<file path="src/rtl/core/oqm_pkg.sv">
package oqm_pkg;

    localparam int DEPTH_DEF = 16;
    localparam int MAX_PAIRS = 8;

    localparam logic [1:0] CMD_PLACE   = 2'd0;
    localparam logic [1:0] CMD_CANCEL  = 2'd1;
    localparam logic [1:0] CMD_PROCESS = 2'd2;

    localparam logic [2:0] ST_PLACED    = 3'd0;
    localparam logic [2:0] ST_FULL      = 3'd1;
    localparam logic [2:0] ST_EMPTY     = 3'd2;
    localparam logic [2:0] ST_NOT_FOUND = 3'd3;
    localparam logic [2:0] ST_DONE      = 3'd4;
    localparam logic [2:0] ST_NO_MATCH  = 3'd5;

    localparam logic SIDE_BUY  = 1'b0;
    localparam logic SIDE_SELL = 1'b1;

    typedef struct packed {
        logic [1:0]  cmd;
        logic [31:0] order_id;
        logic        is_sell;
        logic [19:0] price;
        logic [19:0] quantity;
    } in_t;

    typedef struct packed {
        logic [2:0]  status;
        logic [31:0] first_id;
        logic [31:0] second_id;
        logic        result_side;
        logic [19:0] result_price;
        logic [19:0] result_quantity;
        logic        last;
    } out_t;

    typedef struct packed {
        logic [31:0] id;
        logic        side;
        logic [19:0] price;
        logic [19:0] quantity;
    } entry_t;

endpackage

</file>
<file path="src/rtl/core/order_queue_cancel_and_pair_match_core.sv">
// Order queue: place, cancel by id, and buy/sell pair matching.
// Place writes the entry when the command is taken; cancel reads and compares each entry
// from the head in turn, then moves each later entry forward to close the gap; process reads
// the first two entries and decides on a pair, once per pair checked. One command at a time;
// a stalled result holds the core. Reset: the queue is empty (count and head cleared);
// memory contents are not cleared, since no unwritten entry is used in a result.
module order_queue_cancel_and_pair_match_core #(
    parameter int DEPTH = oqm_pkg::DEPTH_DEF
) (
    input  logic          clk,
    input  logic          rst_n,
    input  logic          cmd_valid,
    output logic          cmd_stall,
    input  oqm_pkg::in_t  cmd_data,
    output logic          res_valid,
    input  logic          res_stall,
    output oqm_pkg::out_t res_data
);

    localparam int AW = (DEPTH > 1) ? $clog2(DEPTH) : 1;
    localparam int CW = $clog2(DEPTH + 1);
    localparam int PW = $clog2(oqm_pkg::MAX_PAIRS + 1);

    typedef enum logic [3:0] {
        IDLE,
        EMIT,
        P_RD0,
        P_RD1,
        P_DEC,
        C_RD,
        C_CMP,
        S_RD,
        S_WR
    } state_t;

    state_t          state_reg, state_next;
    logic [AW-1:0]   head_reg, head_next;
    logic [CW-1:0]   count_reg, count_next;
    logic [AW-1:0]   idx_reg, idx_next;
    logic [PW-1:0]   npair_reg, npair_next;
    logic            pend_valid_reg, pend_valid_next;
    oqm_pkg::out_t   pend_reg, pend_next;
    oqm_pkg::entry_t e0_reg, e0_next;
    oqm_pkg::in_t    item_reg, item_next;
    oqm_pkg::out_t   res_reg, res_next;
    logic            res_valid_reg, res_valid_next;
    oqm_pkg::out_t   out_reg, out_next;

    // memory port controls
    logic            mem_we;
    logic [AW-1:0]   mem_waddr;
    oqm_pkg::entry_t mem_wdata;
    logic            mem_re;
    logic [AW-1:0]   mem_raddr;
    oqm_pkg::entry_t mem_rdata;

    logic            slot_free;
    logic            emit_en;
    oqm_pkg::out_t   emit_val;
    logic            pair_ok;
    oqm_pkg::out_t   pair_res;
    logic [CW-1:0]   last_pos;

    // logical queue position to physical memory address (ring buffer)
    function automatic logic [AW-1:0] phys(input logic [AW-1:0] h, input logic [AW-1:0] i);
        logic [AW:0] s;
        s = {1'b0, h} + {1'b0, i};
        if (s >= (AW + 1)'(DEPTH))
        begin
            s = s - (AW + 1)'(DEPTH);
        end
        return s[AW-1:0];
    endfunction

    oqm_ram #(
        .DEPTH (DEPTH),
        .AW    (AW)
    ) u_ram (
        .clk   (clk),
        .we    (mem_we),
        .waddr (mem_waddr),
        .wdata (mem_wdata),
        .re    (mem_re),
        .raddr (mem_raddr),
        .rdata (mem_rdata)
    );

    // output register frees up when empty or when its transfer completes
    assign slot_free = !res_valid_reg || !res_stall;
    assign cmd_stall = (state_reg != IDLE);
    assign res_valid = res_valid_reg;
    assign res_data  = out_reg;
    assign last_pos  = count_reg - CW'(1);

    // at least two entries, head is BUY, second is SELL, room left in this command's pair budget
    assign pair_ok = (count_reg >= CW'(2)) && (e0_reg.side == oqm_pkg::SIDE_BUY)
                     && (mem_rdata.side == oqm_pkg::SIDE_SELL)
                     && (npair_reg < PW'(oqm_pkg::MAX_PAIRS));

    always_comb
    begin
        pair_res                 = '0;
        pair_res.status          = oqm_pkg::ST_DONE;
        pair_res.first_id        = e0_reg.id;
        pair_res.second_id       = mem_rdata.id;
        pair_res.result_price    = mem_rdata.price;
        pair_res.result_quantity = (e0_reg.quantity < mem_rdata.quantity)
                                   ? e0_reg.quantity : mem_rdata.quantity;
    end

    always_comb
    begin
        state_next      = state_reg;
        head_next       = head_reg;
        count_next      = count_reg;
        idx_next        = idx_reg;
        npair_next      = npair_reg;
        pend_valid_next = pend_valid_reg;
        pend_next       = pend_reg;
        e0_next         = e0_reg;
        item_next       = item_reg;
        res_next        = res_reg;
        emit_en         = 1'b0;
        emit_val        = res_reg;
        mem_we          = 1'b0;
        mem_waddr       = phys(head_reg, AW'(count_reg));
        mem_wdata       = '0;
        mem_re          = 1'b0;
        mem_raddr       = phys(head_reg, idx_reg);

        case (state_reg)
            IDLE:
            begin
                if (cmd_valid)
                begin
                    item_next = cmd_data;
                    res_next  = '0;
                    res_next.last = 1'b1;
                    case (cmd_data.cmd)
                        oqm_pkg::CMD_PLACE:
                        begin
                            res_next.first_id = cmd_data.order_id;
                            if (count_reg == CW'(DEPTH))
                            begin
                                res_next.status = oqm_pkg::ST_FULL;
                            end
                            else
                            begin
                                res_next.status  = oqm_pkg::ST_PLACED;
                                mem_we           = 1'b1;
                                mem_wdata.id     = cmd_data.order_id;
                                mem_wdata.side   = cmd_data.is_sell;
                                mem_wdata.price  = cmd_data.price;
                                mem_wdata.quantity = cmd_data.quantity;
                                count_next       = count_reg + CW'(1);
                            end
                            state_next = EMIT;
                        end
                        oqm_pkg::CMD_CANCEL:
                        begin
                            if (count_reg == '0)
                            begin
                                res_next.status = oqm_pkg::ST_EMPTY;
                                state_next      = EMIT;
                            end
                            else
                            begin
                                idx_next   = '0;
                                state_next = C_RD;
                            end
                        end
                        oqm_pkg::CMD_PROCESS:
                        begin
                            if (count_reg == '0)
                            begin
                                res_next.status = oqm_pkg::ST_EMPTY;
                                state_next      = EMIT;
                            end
                            else
                            begin
                                npair_next      = '0;
                                pend_valid_next = 1'b0;
                                state_next      = P_RD0;
                            end
                        end
                        default:
                        begin
                            // unused code: drop, no result
                            state_next = IDLE;
                        end
                    endcase
                end
            end

            EMIT:
            begin
                if (slot_free)
                begin
                    emit_en    = 1'b1;
                    emit_val   = res_reg;
                    state_next = IDLE;
                end
            end

            P_RD0:
            begin
                mem_re     = 1'b1;
                mem_raddr  = head_reg;
                state_next = P_RD1;
            end

            P_RD1:
            begin
                e0_next    = mem_rdata;
                mem_re     = 1'b1;
                mem_raddr  = phys(head_reg, AW'(1));
                state_next = P_DEC;
            end

            P_DEC:
            begin
                // a pending pair goes out once we know whether another follows
                if (pend_valid_reg)
                begin
                    if (slot_free)
                    begin
                        emit_en       = 1'b1;
                        emit_val      = pend_reg;
                        emit_val.last = !pair_ok;
                        if (pair_ok)
                        begin
                            pend_next  = pair_res;
                            head_next  = phys(head_reg, AW'(2));
                            count_next = count_reg - CW'(2);
                            npair_next = npair_reg + PW'(1);
                            state_next = P_RD0;
                        end
                        else
                        begin
                            pend_valid_next = 1'b0;
                            state_next      = IDLE;
                        end
                    end
                end
                else if (pair_ok)
                begin
                    pend_next       = pair_res;
                    pend_valid_next = 1'b1;
                    head_next       = phys(head_reg, AW'(2));
                    count_next      = count_reg - CW'(2);
                    npair_next      = npair_reg + PW'(1);
                    state_next      = P_RD0;
                end
                else if (slot_free)
                begin
                    emit_en         = 1'b1;
                    emit_val        = '0;
                    emit_val.status = oqm_pkg::ST_NO_MATCH;
                    emit_val.last   = 1'b1;
                    state_next      = IDLE;
                end
            end

            C_RD:
            begin
                mem_re     = 1'b1;
                state_next = C_CMP;
            end

            C_CMP:
            begin
                if (mem_rdata.id == item_reg.order_id)
                begin
                    if (slot_free)
                    begin
                        emit_en                  = 1'b1;
                        emit_val                 = '0;
                        emit_val.status          = oqm_pkg::ST_DONE;
                        emit_val.first_id        = mem_rdata.id;
                        emit_val.result_side     = mem_rdata.side;
                        emit_val.result_price    = mem_rdata.price;
                        emit_val.result_quantity = mem_rdata.quantity;
                        emit_val.last            = 1'b1;
                        if (CW'(idx_reg) == last_pos)
                        begin
                            count_next = last_pos;
                            state_next = IDLE;
                        end
                        else
                        begin
                            state_next = S_RD;
                        end
                    end
                end
                else if (CW'(idx_reg) == last_pos)
                begin
                    res_next.status   = oqm_pkg::ST_NOT_FOUND;
                    res_next.first_id = item_reg.order_id;
                    state_next        = EMIT;
                end
                else
                begin
                    idx_next   = idx_reg + AW'(1);
                    state_next = C_RD;
                end
            end

            S_RD:
            begin
                // fetch the entry behind the gap
                mem_re     = 1'b1;
                mem_raddr  = phys(head_reg, idx_reg + AW'(1));
                state_next = S_WR;
            end

            S_WR:
            begin
                mem_we    = 1'b1;
                mem_waddr = phys(head_reg, idx_reg);
                mem_wdata = mem_rdata;
                if (CW'(idx_reg) + CW'(1) == last_pos)
                begin
                    count_next = last_pos;
                    state_next = IDLE;
                end
                else
                begin
                    idx_next   = idx_reg + AW'(1);
                    state_next = S_RD;
                end
            end

            default:
            begin
                state_next = IDLE;
            end
        endcase

        res_valid_next = emit_en ? 1'b1 : (res_valid_reg && res_stall);
        out_next       = emit_en ? emit_val : out_reg;
    end

    always_ff @(posedge clk or negedge rst_n)
    begin
        if (!rst_n)
        begin
            state_reg      <= IDLE;
            head_reg       <= '0;
            count_reg      <= '0;
            idx_reg        <= '0;
            npair_reg      <= '0;
            pend_valid_reg <= 1'b0;
            res_valid_reg  <= 1'b0;
            pend_reg       <= '0;
            e0_reg         <= '0;
            item_reg       <= '0;
            res_reg        <= '0;
            out_reg        <= '0;
        end
        else
        begin
            state_reg      <= state_next;
            head_reg       <= head_next;
            count_reg      <= count_next;
            idx_reg        <= idx_next;
            npair_reg      <= npair_next;
            pend_valid_reg <= pend_valid_next;
            res_valid_reg  <= res_valid_next;
            pend_reg       <= pend_next;
            e0_reg         <= e0_next;
            item_reg       <= item_next;
            res_reg        <= res_next;
            out_reg        <= out_next;
        end
    end

endmodule

</file>
<file path="src/rtl/core/oqm_ram.sv">
module oqm_ram #(
    parameter int DEPTH = oqm_pkg::DEPTH_DEF,
    parameter int AW    = $clog2(DEPTH)
) (
    input  logic             clk,
    input  logic             we,
    input  logic [AW-1:0]    waddr,
    input  oqm_pkg::entry_t  wdata,
    input  logic             re,
    input  logic [AW-1:0]    raddr,
    output oqm_pkg::entry_t  rdata
);

    oqm_pkg::entry_t mem [DEPTH];

    // write port
    always_ff @(posedge clk)
    begin
        if (we)
        begin
            mem[waddr] <= wdata;
        end
    end

    // registered read port, hold data when idle
    always_ff @(posedge clk)
    begin
        if (re)
        begin
            rdata <= mem[raddr];
        end
    end

endmodule

</file>
<file path="config.mk">
export PLATFORM = sky130hd
export DESIGN_NAME = order_queue_cancel_and_pair_match_core
export DESIGN_NICKNAME = d
export VERILOG_FILES = /design/src/rtl/core/oqm_pkg.sv /design/src/rtl/core/order_queue_cancel_and_pair_match_core.sv /design/src/rtl/core/oqm_ram.sv
export SDC_FILE = /design/constraint.sdc
export NUM_CORES = 2
export LEC_CHECK = 0
export ABC_AREA = 0
export BUFFER_PORTS_ARGS = -buffer_cell sky130_fd_sc_hd__buf_2
export CORE_ASPECT_RATIO = 1.5
export CORE_UTILIZATION = 55
export CTS_BUF_LIST = sky130_fd_sc_hd__clkbuf_8
export CTS_CLUSTER_DIAMETER = 60
export DETAILED_ROUTE_END_ITERATION = 6
export PLACE_DENSITY_LB_ADDON = 0.2
export SYNTH_ARGS = -nofsm -noshare
export SYNTH_HDL_FRONTEND = slang
export SYNTH_HIERARCHICAL = 1
export SYNTH_SLANG_ARGS = --single-unit
</file>
<file path="constraint.sdc">
create_clock -name clk -period 15.55 [get_ports clk]
set_clock_uncertainty 0.15 [all_clocks]
set_input_delay 0.7775 -clock clk [delete_from_list [all_inputs] [get_ports clk]]
set_output_delay 0.7775 -clock clk [all_outputs]
set_load 0.005 [all_outputs]
</file>
==> summary.txt <==
Layout
  • Fill cells: roughly 8,100
  • Largest register FFs: 1,168
  • Nets@finish: 4,068
  • Share of cells above drive strength 1: 22.81%
  • Final cell utilization of the core: between 60% and 70%
  • Post-route cell area: 70,220 um2
  • Post-route non-filler standard cell count: 5,599
  • Area growth from synthesis to layout: 11.22%

Critical path
  • Slowest-stage cell, CP: nor2_4
  • WP data arrival: 6.08 ns
  • Most frequent cell on the critical path: buf_4
  • CP max stage delay: ~0.7 ns
  • Critical Path End Type: register
  • Reg2Reg Depth: 9
  • Worst path cell trace: inv_1 > and3_4 > buf_4 > nand2_1 > o21ai_0 > nand2_1 > nor2_4 > buf_4 > buf_4
  • Critical path launch point type: register
  • Top fanout value on the critical path: 45
  • R2R setup slack: 9.85 ns
  • WP data required: 15.93 ns
  • Reg2Reg Launch Point: state_reg[0]$_DFFE_PN0P_
  • FF-to-FF End: u_ram/mem[11][45]$_DFFE_PP_
  • Setup Crit Path Kind: register to register

Drt
  • DRT Pass-1 Iters: 7
  • Via/cell ratio: ~6.2
  • Final WL: between 150 and 200 mm
  • Residual DRC: 1
  • Antenna-violating nets left: 0
  • Routed wire per std cell: 26.89 um
  • Iter 0 DRT Violations: 3,402
  • Vias: 34,766

Floorplanning
  • Die Y: 416.9 um
  • Initial core utilization: 55.69%
  • Number of I/O pins: between 150 and 200
  • Core Rows: 151
  • Die area: ~120,000 um2
  • Die span in x: 278.6 um
  • Core area: 113,400 um2

STA
  • Period minus WS final: about 5.7 ns
  • Setup_tns: 0 ns
  • Peak Freq: 175.4 MHz
  • Final slew viol count: 0
  • Worst-Margin Slew: 1.266 ns
  • Final Setup Violations: 0
  • Hold Violations, Final: 0
  • Final Cycle Share: 36.67%
  • RSZ-0062 raised after global routing: false
  • Slew HR: 15.27%

Clock tree
  • Worst-path clk slew: 0.06 ns
  • CTS Buf Count: 218
  • CTS H-tree lvls: 4
  • Post-CTS setup buffer count: 0
  • Clock Sinks: 1,597
  • Worst-case clock buffer depth: 3
  • Worst-Skew Late Latency: 0.92 ns
  • CTS tree: yes
  • Clock root buffer: clkbuf_8

Logic synthesis
  • Post-synth top flop: edfxtp_1
  • Cell area after synthesis: 63,130 um2
  • Yosys cell types: 69
  • Share of the synthesized area in the top cell type: 59.03%
  • Net Count, Synth: 3,788
  • Sequential share of the synthesized area: between 70% and 80%
  • Synthesis Warnings: 6
  • Mapped Cells: 3,670
  • Syn Area/Cell: between 15 and 20 um2
  • Number of synthesized register bits: 1,597
  • Async set-reset flop share out of synthesis: 22.29%
  • Area contributors post-synth: edfxtp_1 (59%), dfrtp_1 (14%), mux4_2 (10%), nand2_1 (2.9%), a22oi_1 (2.2%)
  • Post-synth EDFFs: 1,241
  • Synth area leader: edfxtp_1

Placement
  • PortBufs: approximately 190
  • Placed Area: between 60,000 and 70,000 um2
  • Inst Count DP: 5,150
  • Final Wtd Congestion: around 0.86
  • DP Wirelength: 85.95 mm

Outcome
  • Failing checks: DRC
  • Status: complete, but fails checks

Global routing
  • First-pass GRT wire length: 225.7 mm
  • Grt total ovfl: 0
  • Antenna violations before repair: 7
  • Vias in the first global route: 35,555
  • Pin count of the biggest net entering global routing: 153
  • GRT Overall Usage: 26.42%

Hold path
  • HP Class: input port to register
  • Worst hold start: res_stall
  • Sink of the worst hold path: res_valid$_DFF_PN0_
  • Worst hold stages: 3

Pwr
  • Max rail drop VDD: 0.1977 mV
  • Cell area power density: roughly 170 nW/um2
  • Leak Pwr: 0.02545 uW

Run
  • Max Cap Viol: 0
-- placed cells by master, fill, tap and decap left out, types with 44 or more instances in the layout --
master / count
buf_2: 188
nor2_1: 76
edfxtp_1: 1241
xnor2_1: 44
dfrtp_1: 356
a22oi_1: 188
nand2_1: 485
o21ai_0: 109
a22o_1: 108
buf_4: 64
clkbuf_8: 237
inv_1: 138
clkinv_1: 55
a21oi_1: 104
mux4_2: 292
mux2_2: 55
-- cells by family after synthesis --
| group | count (synthesis) | share of synthesized area (%) |
|---|---|---|
| buffers and inverters | 306 | 2.192 |
| multiplexers | 350 | 11.45 |
| adder cells (fa/ha/maj) | 39 | 0.8086 |
| AO/OA/AOI/OAI | 626 | 6.909 |
| flip-flops | 1597 | 73.14 |
| XOR/XNOR | 52 | 0.7670 |
| AND/OR/NAND/NOR | 700 | 4.741 |
-- per-stage QoR --
| stage | total power, uW | hold WS (ns) | setup slack (ns) |
|---|---|---|---|
| after floorplan | 7826 | 0.2747 | 7.597 |
| after CTS | 12020 | 0.1314 | 9.852 |
| after detailed placement | 8898 | 0.3005 | 9.920 |
| after global routing | 12500 | 0.2007 | 9.637 |
| final | 11950 | 0.2415 | 9.848 |
| after global placement | 8845 | 0.2940 | 9.983 |
-- synthesized netlist by cell type (all sizes together) (39+ instances only) --
cell	instances
buf	109
xnor2	44
a22oi	188
a21oi	106
edfxtp	1241
and3	39
dfrtp	356
o21ai	119
nand2	486
nor2	92
clkbuf	120
mux2	55
a22o	108
mux4	292
inv	77
-- critical path, delay by kind of cell (launching register included) --
family | cells | cell delay, ns
AND/OR/NAND/NOR | 4 | 1.86
flip-flops | 1 | 0.65
AO/OA/AOI/OAI | 1 | 0.42
buffers and inverters | 4 | 2.14
-- worst max-delay path by stage --
stage / startpoint / endpoint / slack, ns / cells after the start
4_1_cts: state_reg[0]$_DFFE_PN0P_ / u_ram/mem[11][27]$_DFFE_PP_ / 9.85 / 9
5_1_grt: state_reg[0]$_DFFE_PN0P_ / u_ram/mem[11][25]$_DFFE_PP_ / 9.64 / 9
3_3_place_gp: state_reg[0]$_DFFE_PN0P_ / u_ram/mem[11][33]$_DFFE_PP_ / 9.98 / 9
3_5_place_dp: state_reg[0]$_DFFE_PN0P_ / u_ram/mem[11][32]$_DFFE_PP_ / 9.92 / 9
2_1_floorplan: count_reg[0]$_DFFE_PN0P_ / u_ram/mem[0][0]$_DFFE_PP_ / 7.60 / 9
6_report: state_reg[0]$_DFFE_PN0P_ / u_ram/mem[11][45]$_DFFE_PP_ / 9.85 / 9
-- area by class of cell --
cell class | count | area [um2] | share of cell area (%)
Antenna cell | 3 | 7.507 | 0.01069
Inverter | 77 | 289.0 | 0.4116
Timing Repair Buffer | 289 | 1827 | 2.602
Sequential cell | 1597 | 46170 | 65.76
Clock buffer | 237 | 3262 | 4.645
Multi-Input combinational cell | 1767 | 15810 | 22.51
Tap cell | 1453 | 1818 | 2.589
Clock inverter | 176 | 1032 | 1.470
-- timing repair --
item | in CTS | in global routing
hold buffers | 33 | 0
hold endpoints to repair | 148 | 0
gates resized for setup | 0 | 0
-- power breakdown --
part / internal (uW) / total, uW / switching (uW)
clock network: 1550 / 3120 / 1570
registers: 5260 / 5710 / 448
logic: 1270 / 3120 / 1850
total: 8080 / 12000 / 3870
-- layer usage --
| layer | global-route usage (%) | vias up | wire (um) |
|---|---|---|---|
| met1 | 34.92 | 18029 | 58830 |
| met2 | 44.47 | 1497 | 76260 |
| li1 | - | 14953 | - |
| met4 | 9.518 | 4 | 4789 |
| met3 | 4.371 | 283 | 10650 |
| met5 | 0 | - | 23 |
Power figures use the tool's default switching activity.
